==> src/rtl/adcd_pkg.sv <==
// adcd_pkg: shared types and constants of the converter clock divider solver
// used by adcd_div, adcd_ctrl and adc_clock_divider_solver; no dependencies
`default_nettype none

package adcd_pkg;

    localparam int PB_W   = 28;
    localparam int RATE_W = 24;
    localparam int DVS_W  = 30;
    localparam int QUO_W  = PB_W;

    localparam logic [RATE_W-1:0] RATE_LIMIT     = 24'd1000000;
    localparam logic [7:0]        DIV_LAST       = 8'd255;
    localparam logic [4:0]        ST_SAT         = 5'd31;
    localparam logic [QUO_W-1:0]  RATE_FIELD_MAX = 28'd16777215;

    typedef enum logic [2:0] {
        ST_OK          = 3'd0,
        ST_TOO_LARGE   = 3'd1,
        ST_NOT_PB      = 3'd2,
        ST_NO_SOLUTION = 3'd3,
        ST_ZERO_RATE   = 3'd4
    } t_status;

    typedef struct packed {
        t_status           status;
        logic [7:0]        clock_divider;
        logic [4:0]        sample_time;
        logic [RATE_W-1:0] achieved_rate_hz;
    } t_result;

    typedef struct packed {
        logic             start;
        logic [DVS_W-1:0] divisor;
    } t_div_req;

    typedef struct packed {
        logic             done;
        logic [QUO_W-1:0] quot;
    } t_div_rsp;

endpackage

`default_nettype wire

==> src/rtl/adcd_div.sv <==
// adcd_div: shared restoring divider, one quotient bit per cycle
// depends on adcd_pkg
`default_nettype none

module adcd_div (
    input  wire logic                        i_clk,
    input  wire logic                        i_rst_n,
    input  wire logic [adcd_pkg::PB_W-1:0]   i_dividend,
    input  wire adcd_pkg::t_div_req          i_req,
    output adcd_pkg::t_div_rsp               o_rsp
);
    import adcd_pkg::*;

    localparam int CntW = $clog2(QUO_W + 1);

    logic                 r_busy;
    logic                 r_done;
    logic [CntW-1:0]      r_cnt;
    logic [DVS_W-1:0]     r_rem;
    logic [QUO_W-1:0]     r_quo;
    logic [DVS_W-1:0]     r_dvs;

    logic [DVS_W:0]       w_shift;
    logic [DVS_W:0]       w_diff;

    assign w_shift = {r_rem, r_quo[QUO_W-1]};
    assign w_diff  = w_shift - {1'b0, r_dvs};

    always_ff @(posedge i_clk) begin
        if (!i_rst_n) begin
            r_busy <= 1'b0;
            r_done <= 1'b0;
            r_cnt  <= '0;
        end else begin
            r_done <= 1'b0;
            if (i_req.start) begin
                r_busy <= 1'b1;
                r_cnt  <= CntW'(QUO_W);
            end else if (r_busy) begin
                r_cnt <= r_cnt - CntW'(1);
                if (r_cnt == CntW'(1)) begin
                    r_busy <= 1'b0;
                    r_done <= 1'b1;
                end
            end
        end
    end

    always_ff @(posedge i_clk) begin
        if (i_req.start) begin
            r_rem <= '0;
            r_quo <= i_dividend;
            r_dvs <= i_req.divisor;
        end else if (r_busy) begin
            if (!w_diff[DVS_W]) begin
                r_rem <= w_diff[DVS_W-1:0];
            end else begin
                r_rem <= w_shift[DVS_W-1:0];
            end
            r_quo <= {r_quo[QUO_W-2:0], ~w_diff[DVS_W]};
        end
    end

    assign o_rsp.done = r_done;
    assign o_rsp.quot = r_quo;

`ifndef SYNTHESIS
    a_no_start_busy: assert property (@(posedge i_clk) disable iff (!i_rst_n)
        i_req.start |-> !r_busy)
        else $error("divider started while busy");

    a_done_after_busy: assert property (@(posedge i_clk) disable iff (!i_rst_n)
        r_done |-> $past(r_busy))
        else $error("divider done without a running division");
`endif

endmodule

`default_nettype wire

==> src/rtl/adcd_ctrl.sv <==
// adcd_ctrl: sequencer of divider and sample time search, result register
// depends on adcd_pkg; drives adcd_div through t_div_req / t_div_rsp
`default_nettype none

module adcd_ctrl #(
    parameter int TAD_FREQ_MAX    = 15000000,
    parameter int CONV_TIME       = 12,
    parameter int SAMPLE_TIME_MAX = 32,
    parameter int SAMPLE_RATE_MAX = 1000000
) (
    input  wire logic                          i_clk,
    input  wire logic                          i_rst_n,
    input  wire logic                          i_clock_is_pb,
    input  wire logic                          i_req_valid,
    output logic                               o_req_stall,
    input  wire logic [adcd_pkg::RATE_W-1:0]   i_sample_rate_hz,
    output adcd_pkg::t_div_req                 o_div_req,
    input  wire adcd_pkg::t_div_rsp            i_div_rsp,
    output logic                               o_rsp_valid,
    input  wire logic                          i_rsp_stall,
    output adcd_pkg::t_result                  o_result
);
    import adcd_pkg::*;

    localparam logic [QUO_W-1:0] TadMax = QUO_W'(TAD_FREQ_MAX);
    localparam logic [QUO_W-1:0] SrMax  = QUO_W'(SAMPLE_RATE_MAX);
    localparam logic [8:0]       StMax  = 9'(SAMPLE_TIME_MAX);
    localparam logic [5:0]       ConvW  = 6'(CONV_TIME);
    localparam logic [7:0]       Conv8  = 8'(CONV_TIME);

    typedef enum logic [6:0] {
        S_IDLE   = 7'b0000001,
        S_MIN    = 7'b0000010,
        S_CHK    = 7'b0000100,
        S_SRCH_Q = 7'b0001000,
        S_SRCH_T = 7'b0010000,
        S_RATE   = 7'b0100000,
        S_DONE   = 7'b1000000
    } t_state;

    t_state              r_state, n_state;
    logic [RATE_W-1:0]   r_rate, n_rate;
    logic [7:0]          r_div, n_div;
    logic [9:0]          r_d, n_d;
    logic [DVS_W-1:0]    r_rd, n_rd;
    logic [7:0]          r_st8, n_st8;
    logic [4:0]          r_st, n_st;
    t_result             r_res, n_res;
    logic                r_start, n_start;
    logic [DVS_W-1:0]    r_divisor, n_divisor;
    logic                r_out_valid, n_out_valid;
    t_result             r_out, n_out;

    logic [QUO_W-1:0]    w_q;
    logic [QUO_W-1:0]    w_q_sat;
    logic [DVS_W-1:0]    w_two_rate;
    logic [7:0]          w_st_next;
    logic [4:0]          w_st_sat;
    logic [4:0]          w_mul_st;
    logic [15:0]         w_prod;
    logic                v_fail;

    assign w_q        = i_div_rsp.quot;
    assign w_q_sat    = (w_q > RATE_FIELD_MAX) ? RATE_FIELD_MAX : w_q;
    assign w_two_rate = {5'b0, r_rate, 1'b0};
    assign w_st_next  = w_q[7:0] - Conv8;
    assign w_st_sat   = (r_st8 > 8'(ST_SAT)) ? ST_SAT : r_st8[4:0];

    always_comb begin
        case (r_state)
            S_MIN:    w_mul_st = 5'd1;
            S_SRCH_T: w_mul_st = w_st_sat;
            default:  w_mul_st = r_st + 5'd1;
        endcase
    end

    assign w_prod = 16'(r_d) * 16'(ConvW + {1'b0, w_mul_st});

    always_comb begin
        n_state     = r_state;
        n_rate      = r_rate;
        n_div       = r_div;
        n_d         = r_d;
        n_rd        = r_rd;
        n_st8       = r_st8;
        n_st        = r_st;
        n_res       = r_res;
        n_start     = 1'b0;
        n_divisor   = r_divisor;
        n_out_valid = r_out_valid;
        n_out       = r_out;
        v_fail      = 1'b0;

        if (r_out_valid && !i_rsp_stall) begin
            n_out_valid = 1'b0;
        end

        case (r_state)
            S_IDLE: begin
                if (i_req_valid) begin
                    n_rate = i_sample_rate_hz;
                    n_div  = '0;
                    n_d    = 10'd2;
                    n_rd   = {5'b0, i_sample_rate_hz, 1'b0};
                    n_res  = '0;
                    if (i_sample_rate_hz > RATE_LIMIT) begin
                        n_res.status = ST_TOO_LARGE;
                        n_state      = S_DONE;
                    end else if (!i_clock_is_pb) begin
                        n_res.status = ST_NOT_PB;
                        n_state      = S_DONE;
                    end else if (i_sample_rate_hz == '0) begin
                        n_res.status = ST_ZERO_RATE;
                        n_state      = S_DONE;
                    end else begin
                        n_state   = S_MIN;
                        n_start   = 1'b1;
                        n_divisor = DVS_W'(2);
                    end
                end
            end
            S_MIN: begin
                if (i_div_rsp.done) begin
                    if (r_div != DIV_LAST && w_q > TadMax) begin
                        n_div     = r_div + 8'd1;
                        n_d       = r_d + 10'd2;
                        n_rd      = r_rd + w_two_rate;
                        n_start   = 1'b1;
                        n_divisor = DVS_W'(r_d + 10'd2);
                    end else begin
                        n_state   = S_CHK;
                        n_start   = 1'b1;
                        n_divisor = DVS_W'(w_prod);
                    end
                end
            end
            S_CHK: begin
                if (i_div_rsp.done) begin
                    if (w_q < QUO_W'(r_rate)) begin
                        n_res.status = ST_TOO_LARGE;
                        n_state      = S_DONE;
                    end else begin
                        n_state   = S_SRCH_Q;
                        n_start   = 1'b1;
                        n_divisor = r_rd;
                    end
                end
            end
            S_SRCH_Q: begin
                if (i_div_rsp.done) begin
                    n_st8 = w_st_next;
                    if ({1'b0, w_st_next} < StMax) begin
                        n_state   = S_SRCH_T;
                        n_start   = 1'b1;
                        n_divisor = DVS_W'(r_d);
                    end else begin
                        v_fail = 1'b1;
                    end
                end
            end
            S_SRCH_T: begin
                if (i_div_rsp.done) begin
                    if (w_q < TadMax) begin
                        n_st      = w_st_sat;
                        n_state   = S_RATE;
                        n_start   = 1'b1;
                        n_divisor = DVS_W'(w_prod);
                    end else begin
                        v_fail = 1'b1;
                    end
                end
            end
            S_RATE: begin
                if (i_div_rsp.done) begin
                    if (r_st != ST_SAT && w_q_sat > SrMax) begin
                        n_st      = r_st + 5'd1;
                        n_start   = 1'b1;
                        n_divisor = DVS_W'(w_prod);
                    end else begin
                        n_res.status        = ST_OK;
                        n_res.clock_divider = r_div;
                        n_res.sample_time   = r_st;
                        n_res.achieved_rate_hz = w_q_sat[RATE_W-1:0];
                        n_state = S_DONE;
                    end
                end
            end
            S_DONE: begin
                if (!r_out_valid || !i_rsp_stall) begin
                    n_out       = r_res;
                    n_out_valid = 1'b1;
                    n_state     = S_IDLE;
                end
            end
            default: begin
                n_state = S_IDLE;
            end
        endcase

        // next divider trial, or give up at the last divider
        if (v_fail) begin
            if (r_div == DIV_LAST) begin
                n_res.status = ST_NO_SOLUTION;
                n_state      = S_DONE;
            end else begin
                n_div     = r_div + 8'd1;
                n_d       = r_d + 10'd2;
                n_rd      = r_rd + w_two_rate;
                n_state   = S_SRCH_Q;
                n_start   = 1'b1;
                n_divisor = r_rd + w_two_rate;
            end
        end
    end

    always_ff @(posedge i_clk) begin
        if (!i_rst_n) begin
            r_state     <= S_IDLE;
            r_start     <= 1'b0;
            r_out_valid <= 1'b0;
        end else begin
            r_state     <= n_state;
            r_start     <= n_start;
            r_out_valid <= n_out_valid;
        end
    end

    always_ff @(posedge i_clk) begin
        r_rate    <= n_rate;
        r_div     <= n_div;
        r_d       <= n_d;
        r_rd      <= n_rd;
        r_st8     <= n_st8;
        r_st      <= n_st;
        r_res     <= n_res;
        r_divisor <= n_divisor;
        r_out     <= n_out;
    end

    assign o_req_stall       = (r_state != S_IDLE);
    assign o_div_req.start   = r_start;
    assign o_div_req.divisor = r_divisor;
    assign o_rsp_valid       = r_out_valid;
    assign o_result          = r_out;

`ifndef SYNTHESIS
    a_d_tracks_div: assert property (@(posedge i_clk) disable iff (!i_rst_n)
        (r_state != S_IDLE) |-> (r_d == {({1'b0, r_div} + 9'd1), 1'b0}))
        else $error("divisor step out of step with divider value");

    a_rd_tracks_div: assert property (@(posedge i_clk) disable iff (!i_rst_n)
        (r_state != S_IDLE) |-> (r_rd == DVS_W'(r_rate) * DVS_W'(r_d)))
        else $error("rate product out of step with divider value");

    a_err_fields_zero: assert property (@(posedge i_clk) disable iff (!i_rst_n)
        (r_out_valid && r_out.status != ST_OK) |->
            (r_out.clock_divider == '0 && r_out.sample_time == '0 &&
             r_out.achieved_rate_hz == '0))
        else $error("error result carries nonzero fields");

    a_done_in_div_state: assert property (@(posedge i_clk) disable iff (!i_rst_n)
        i_div_rsp.done |->
            (r_state == S_MIN || r_state == S_CHK || r_state == S_SRCH_Q ||
             r_state == S_SRCH_T || r_state == S_RATE))
        else $error("division finished outside a division step");
`endif

endmodule

`default_nettype wire

==> src/rtl/adc_clock_divider_solver.sv <==
// adc_clock_divider_solver: top level, register port, sequencer and shared divider
// a request rejected on its rate or clock source runs no division; a solved request
//   runs divisions for the min divider search, one feasibility check, one or two per
//   divider trial and one per sample time step
// throughput: one request in flight, set by the single shared divider
// reset: synchronous active low, pb_clock_hz = 40000000 and clock_is_pb = 1
`default_nettype none

module adc_clock_divider_solver #(
    parameter int TAD_FREQ_MAX    = 15000000,
    parameter int CONV_TIME       = 12,
    parameter int SAMPLE_TIME_MAX = 32,
    parameter int SAMPLE_RATE_MAX = 1000000
) (
    input  wire logic                          i_clk,
    input  wire logic                          i_rst_n,
    input  wire logic                          psel,
    input  wire logic                          penable,
    input  wire logic                          pwrite,
    input  wire logic [2:0]                    paddr,
    input  wire logic [31:0]                   pwdata,
    output logic [31:0]                        prdata,
    output logic                               pready,
    input  wire logic                          i_req_valid,
    output logic                               o_req_stall,
    input  wire logic [adcd_pkg::RATE_W-1:0]   i_sample_rate_hz,
    output logic                               o_rsp_valid,
    input  wire logic                          i_rsp_stall,
    output logic [2:0]                         o_status,
    output logic [7:0]                         o_clock_divider,
    output logic [4:0]                         o_sample_time,
    output logic [adcd_pkg::RATE_W-1:0]        o_achieved_rate_hz
);
    import adcd_pkg::*;

    localparam logic REG_PB_CLOCK = 1'b0;
    localparam logic REG_CLK_IS_PB = 1'b1;

    logic [PB_W-1:0]  r_pb_clock_hz;
    logic             r_clock_is_pb;
    logic             w_wr;
    t_div_req         w_div_req;
    t_div_rsp         w_div_rsp;
    t_result          w_result;

    assign pready = 1'b1;
    assign w_wr   = psel && penable && pwrite;

    always_ff @(posedge i_clk) begin
        if (!i_rst_n) begin
            r_pb_clock_hz <= 28'd40000000;
            r_clock_is_pb <= 1'b1;
        end else if (w_wr) begin
            case (paddr[2])
                REG_PB_CLOCK:  r_pb_clock_hz <= pwdata[PB_W-1:0];
                REG_CLK_IS_PB: r_clock_is_pb <= pwdata[0];
                default: begin
                end
            endcase
        end
    end

    always_comb begin
        case (paddr[2])
            REG_PB_CLOCK:  prdata = {4'b0, r_pb_clock_hz};
            REG_CLK_IS_PB: prdata = {31'b0, r_clock_is_pb};
            default:       prdata = '0;
        endcase
    end

    adcd_ctrl #(
        .TAD_FREQ_MAX    (TAD_FREQ_MAX),
        .CONV_TIME       (CONV_TIME),
        .SAMPLE_TIME_MAX (SAMPLE_TIME_MAX),
        .SAMPLE_RATE_MAX (SAMPLE_RATE_MAX)
    ) u_ctrl (
        .i_clk            (i_clk),
        .i_rst_n          (i_rst_n),
        .i_clock_is_pb    (r_clock_is_pb),
        .i_req_valid      (i_req_valid),
        .o_req_stall      (o_req_stall),
        .i_sample_rate_hz (i_sample_rate_hz),
        .o_div_req        (w_div_req),
        .i_div_rsp        (w_div_rsp),
        .o_rsp_valid      (o_rsp_valid),
        .i_rsp_stall      (i_rsp_stall),
        .o_result         (w_result)
    );

    adcd_div u_div (
        .i_clk      (i_clk),
        .i_rst_n    (i_rst_n),
        .i_dividend (r_pb_clock_hz),
        .i_req      (w_div_req),
        .o_rsp      (w_div_rsp)
    );

    assign o_status           = w_result.status;
    assign o_clock_divider    = w_result.clock_divider;
    assign o_sample_time      = w_result.sample_time;
    assign o_achieved_rate_hz = w_result.achieved_rate_hz;

endmodule

`default_nettype wire
==> config.mk <==
export PLATFORM = sky130hd
export DESIGN_NAME = adc_clock_divider_solver
export DESIGN_NICKNAME = d
export VERILOG_FILES = /design/src/rtl/adcd_pkg.sv /design/src/rtl/adcd_div.sv /design/src/rtl/adcd_ctrl.sv /design/src/rtl/adc_clock_divider_solver.sv
export SDC_FILE = /design/constraint.sdc
export NUM_CORES = 1
export LEC_CHECK = 0
export BUFFER_PORTS_ARGS = -buffer_cell sky130_fd_sc_hd__buf_4
export CAP_MARGIN = 20
export CELL_PAD_IN_SITES_DETAIL_PLACEMENT = 2
export CELL_PAD_IN_SITES_GLOBAL_PLACEMENT = 2
export CORE_MARGIN = 2
export CORE_UTILIZATION = 43
export CTS_CLUSTER_DIAMETER = 120
export DETAILED_ROUTE_END_ITERATION = 8
export GPL_ROUTABILITY_DRIVEN = 0
export PLACE_DENSITY_LB_ADDON = 0.1
export RECOVER_POWER = 100
export SLEW_MARGIN = 5
export SYNTH_ARGS = -nofsm -noshare
export SYNTH_HDL_FRONTEND = slang
export SYNTH_HIERARCHICAL = 1
export SYNTH_SLANG_ARGS = --single-unit
==> constraint.sdc <==
create_clock -name i_clk -period 11.1 [get_ports i_clk]
set_input_delay 1.11 -clock i_clk [delete_from_list [all_inputs] [get_ports i_clk]]
set_output_delay 1.11 -clock i_clk [all_outputs]
set_load 0.01 [all_outputs]
==> run metrics <==
Die ar. about 47000 sq um; area occupied by multi-input gates around 10000 sq um; cells after synthesis 2002; WHS Endpoint u_ctrl/o_result[26]$_DFFE_PP_; Final Critical Period 7911 ps; area leader, netlist edfxtp_1; YS warnings 6; EDFF count, synth around 170; post-CTS setup buffer count 0; Synth Cell Area 19560 sq um; Synth top area share 0.2672; first-pass GRT wire length 103700 microns; failing checks max-capacitance violations, max-slew violations; sequential cell area 8308 sq um; DR WL/cell between 20 and 25 microns; fraction of layout cells with a size suffix above 1 0.07587; worst slew pin tran 2939 ps; Syn-to-layout area delta 10.84%; R2R depth 21; syn avg cell area roughly 10 sq um; fmax 126.4 MHz; final-report hold violation count 0; largest net degree at the start of global routing 70; die height ~220 microns; initial antenna violation count 1; # rows 78; clock sinks 328; crit path from u_ctrl/r_state[2]$_SDFFE_PN0P_; final worst slack 3189 ps; Top FF cell, synth edfxtp_1; Max IR drop VDD 0.0001324 V; design area 21670 sq um; Resize count post-CTS 0; # hold bufs at CTS 0; 1st-iter DRT viols 909; PD cells about 200 nW/um^2; Overflow after GRT 0; status complete, but fails checks; number of CTS-inserted buffers 39; DP Area about 21000 sq um; period utilization 0.7127; sum of negative setup slack 0 ps; Reg clk slew, reported paths 60 ps; vias in the first global route ~18000; Leakage 0.008520 uW; drt drc 0; max cap viols 12; # port buffers ~130; HP Start u_ctrl/r_res[26]$_DFFE_PP_; Initial Utilization 0.4337; via/cell ratio ~6.0; Skew-Pair Late Insertion Delay about 560 ps; Area contributors post-synth edfxtp_1 27%, dfxtp_1 16%, ha_1 7.0%; R2R Setup Slk roughly 3200 ps; class of the worst hold path reg2reg; share of async-settable or async-resettable flops after synthesis 0; placed wire-length estimate 49020 microns; WP data arrival 8380 ps; H-tree depth 2; unrepaired setup endpoints after global routing no; Top-Level Pins about 140; crit path max fanout 23; top-count cell post-synth edfxtp_1; synth cell count leaders 174 x edfxtp_1, 169 x nand2_1, 165 x nor2_1, 154 x dfxtp_1, 129 x inv_1; Die W approximately 220 microns; via count between 15000 and 20000; worst-case clock buffer depth 3; Hold Path Stages 0; Worst slew margin -0.9595; clk root buf clkbuf_16; Pre-Repair DR Iteration Count 6; synth unique cells 100; Placeable Area 45090 sq um; crit path kind reg2reg; sequential fraction of the synthesis area 0.4249; Total GRT Usage 0.2826; WP data required 11570 ps; CTS tree yes; Final setup viols 0; routed wire length 66960 microns; #FFs+latches synth ~330; RR Endpoint u_ctrl/r_divisor[15]$_DFF_P_; Final ANT Viol Nets 0; Slew Viols, Final 458; Filler cells 4820; Final #Nets 2302; diode count 0; dpl ws 3255 ps; CP Capture Type flip-flop; Reg2Reg Launch Point u_ctrl/r_state[2]$_SDFFE_PN0P_; Max Clock Skew roughly 21 ps; Critical Path Start Type flip-flop
## area by class of cell
class                      count  area share
multi-input combinational   1441      0.4691
tap                          600     0.03464
clock inverter                22    0.007216
clock buffer                  50     0.04982
sequential                   328      0.3833
timing repair buffer         150     0.03325
inverter                     131     0.02269
## where the power goes
group          total, uW  switching (uW)  internal, uW
sequential          1640             173          1470
clock               1250             539           715
combinational       1540             913           630
total               4440            1630          2810
## routing by layer
metal	up-vias	global-route usage	wire (microns)
li1	7438	-	-
met1	8408	0.3512	28550
met2	332	0.5141	34260
met3	95	0.03312	2510
met4	0	0.08037	1637
met5	-	0	0
## logic make-up after synthesis
logic type,after synthesis,synth area share
simple gates,653,0.1671
mux,92,0.04920
buf+inv,236,0.05317
flops,328,0.4249
compound gates,474,0.1669
other cells,2,0.0003840
fa+ha+maj,145,0.1062
xor+xnor,72,0.03225
## worst max-delay path by stage
stage	end	slack, ps	cells after the start
floorplan	u_ctrl/r_divisor[15]$_DFF_P_	4280	25
CTS	u_ctrl/r_divisor[15]$_DFF_P_	3240	21
global placement	u_ctrl/r_divisor[14]$_DFF_P_	3660	22
finish	u_ctrl/r_divisor[15]$_DFF_P_	3190	21
global route	u_ctrl/r_divisor[14]$_DFF_P_	2620	22
detailed placement	u_ctrl/r_divisor[15]$_DFF_P_	3250	21
## state kept, by name, indices dropped and copies added, names as in the netlist, 5 cells and up
register,flops
u_div/r_cnt,5
u_ctrl/r_d,10
u_ctrl/r_divisor,30
u_ctrl/r_rd,30
u_div/r_quo,28
u_ctrl/r_state,7
u_ctrl/r_res,40
u_ctrl/o_result,40
u_div/r_dvs,30
r_pb_clock_hz,28
u_ctrl/r_rate,24
u_div/r_rem,30
u_ctrl/r_st,5
u_ctrl/r_div,8
u_ctrl/r_st8,8
## stage by stage
step / util / power [uW] / std cells / hold slack [ps]
finish: 0.4807 / 4439 / 2722 / 417.6
global route: 0.4807 / 4693 / 2722 / 426.7
CTS: 0.4914 / 4468 / 2722 / 420.7
detailed placement: 0.4640 / 3187 / 2650 / 410.9
global placement: 0.4640 / 3081 / 2650 / 402.8
floorplan: - / 2765 / 2005 / 400.3
## worst max-delay path: stages, from the launching register on
cell and delay [ps]:
dfxtp_1 390, or4_1 680, nor2_1 180, nand3b_1 750, nand3_1 330, o21ai_0 330, xor2_1 830, nand2b_1 230
fa_1 460, fa_1 520, fa_1 550, inv_1 50, ha_1 340, nor2b_1 170, o31a_1 280, o41a_1 360
a211o_1 310, a21o_1 200, a21oi_1 180, xor2_1 310, a221oi_1 120, a22oi_1 220
## layout by cell type, fill, tap and decap left out, types with 35 or more instances in the layout
| cell type | n |
|---|---|
| nor2b_1 | 70 |
| nor3_1 | 40 |
| dfxtp_1 | 154 |
| a21oi_1 | 103 |
| buf_4 | 42 |
| clkbuf_16 | 41 |
| nand3_1 | 44 |
| fa_1 | 35 |
| o21ai_0 | 72 |
| nor2_1 | 165 |
| ha_1 | 110 |
| nand2_1 | 169 |
| xnor2_1 | 40 |
| inv_1 | 130 |
| mux2i_1 | 59 |
| edfxtp_1 | 174 |
| clkbuf_1 | 115 |
| a211oi_1 | 40 |
Power figures use the tool's default switching activity.
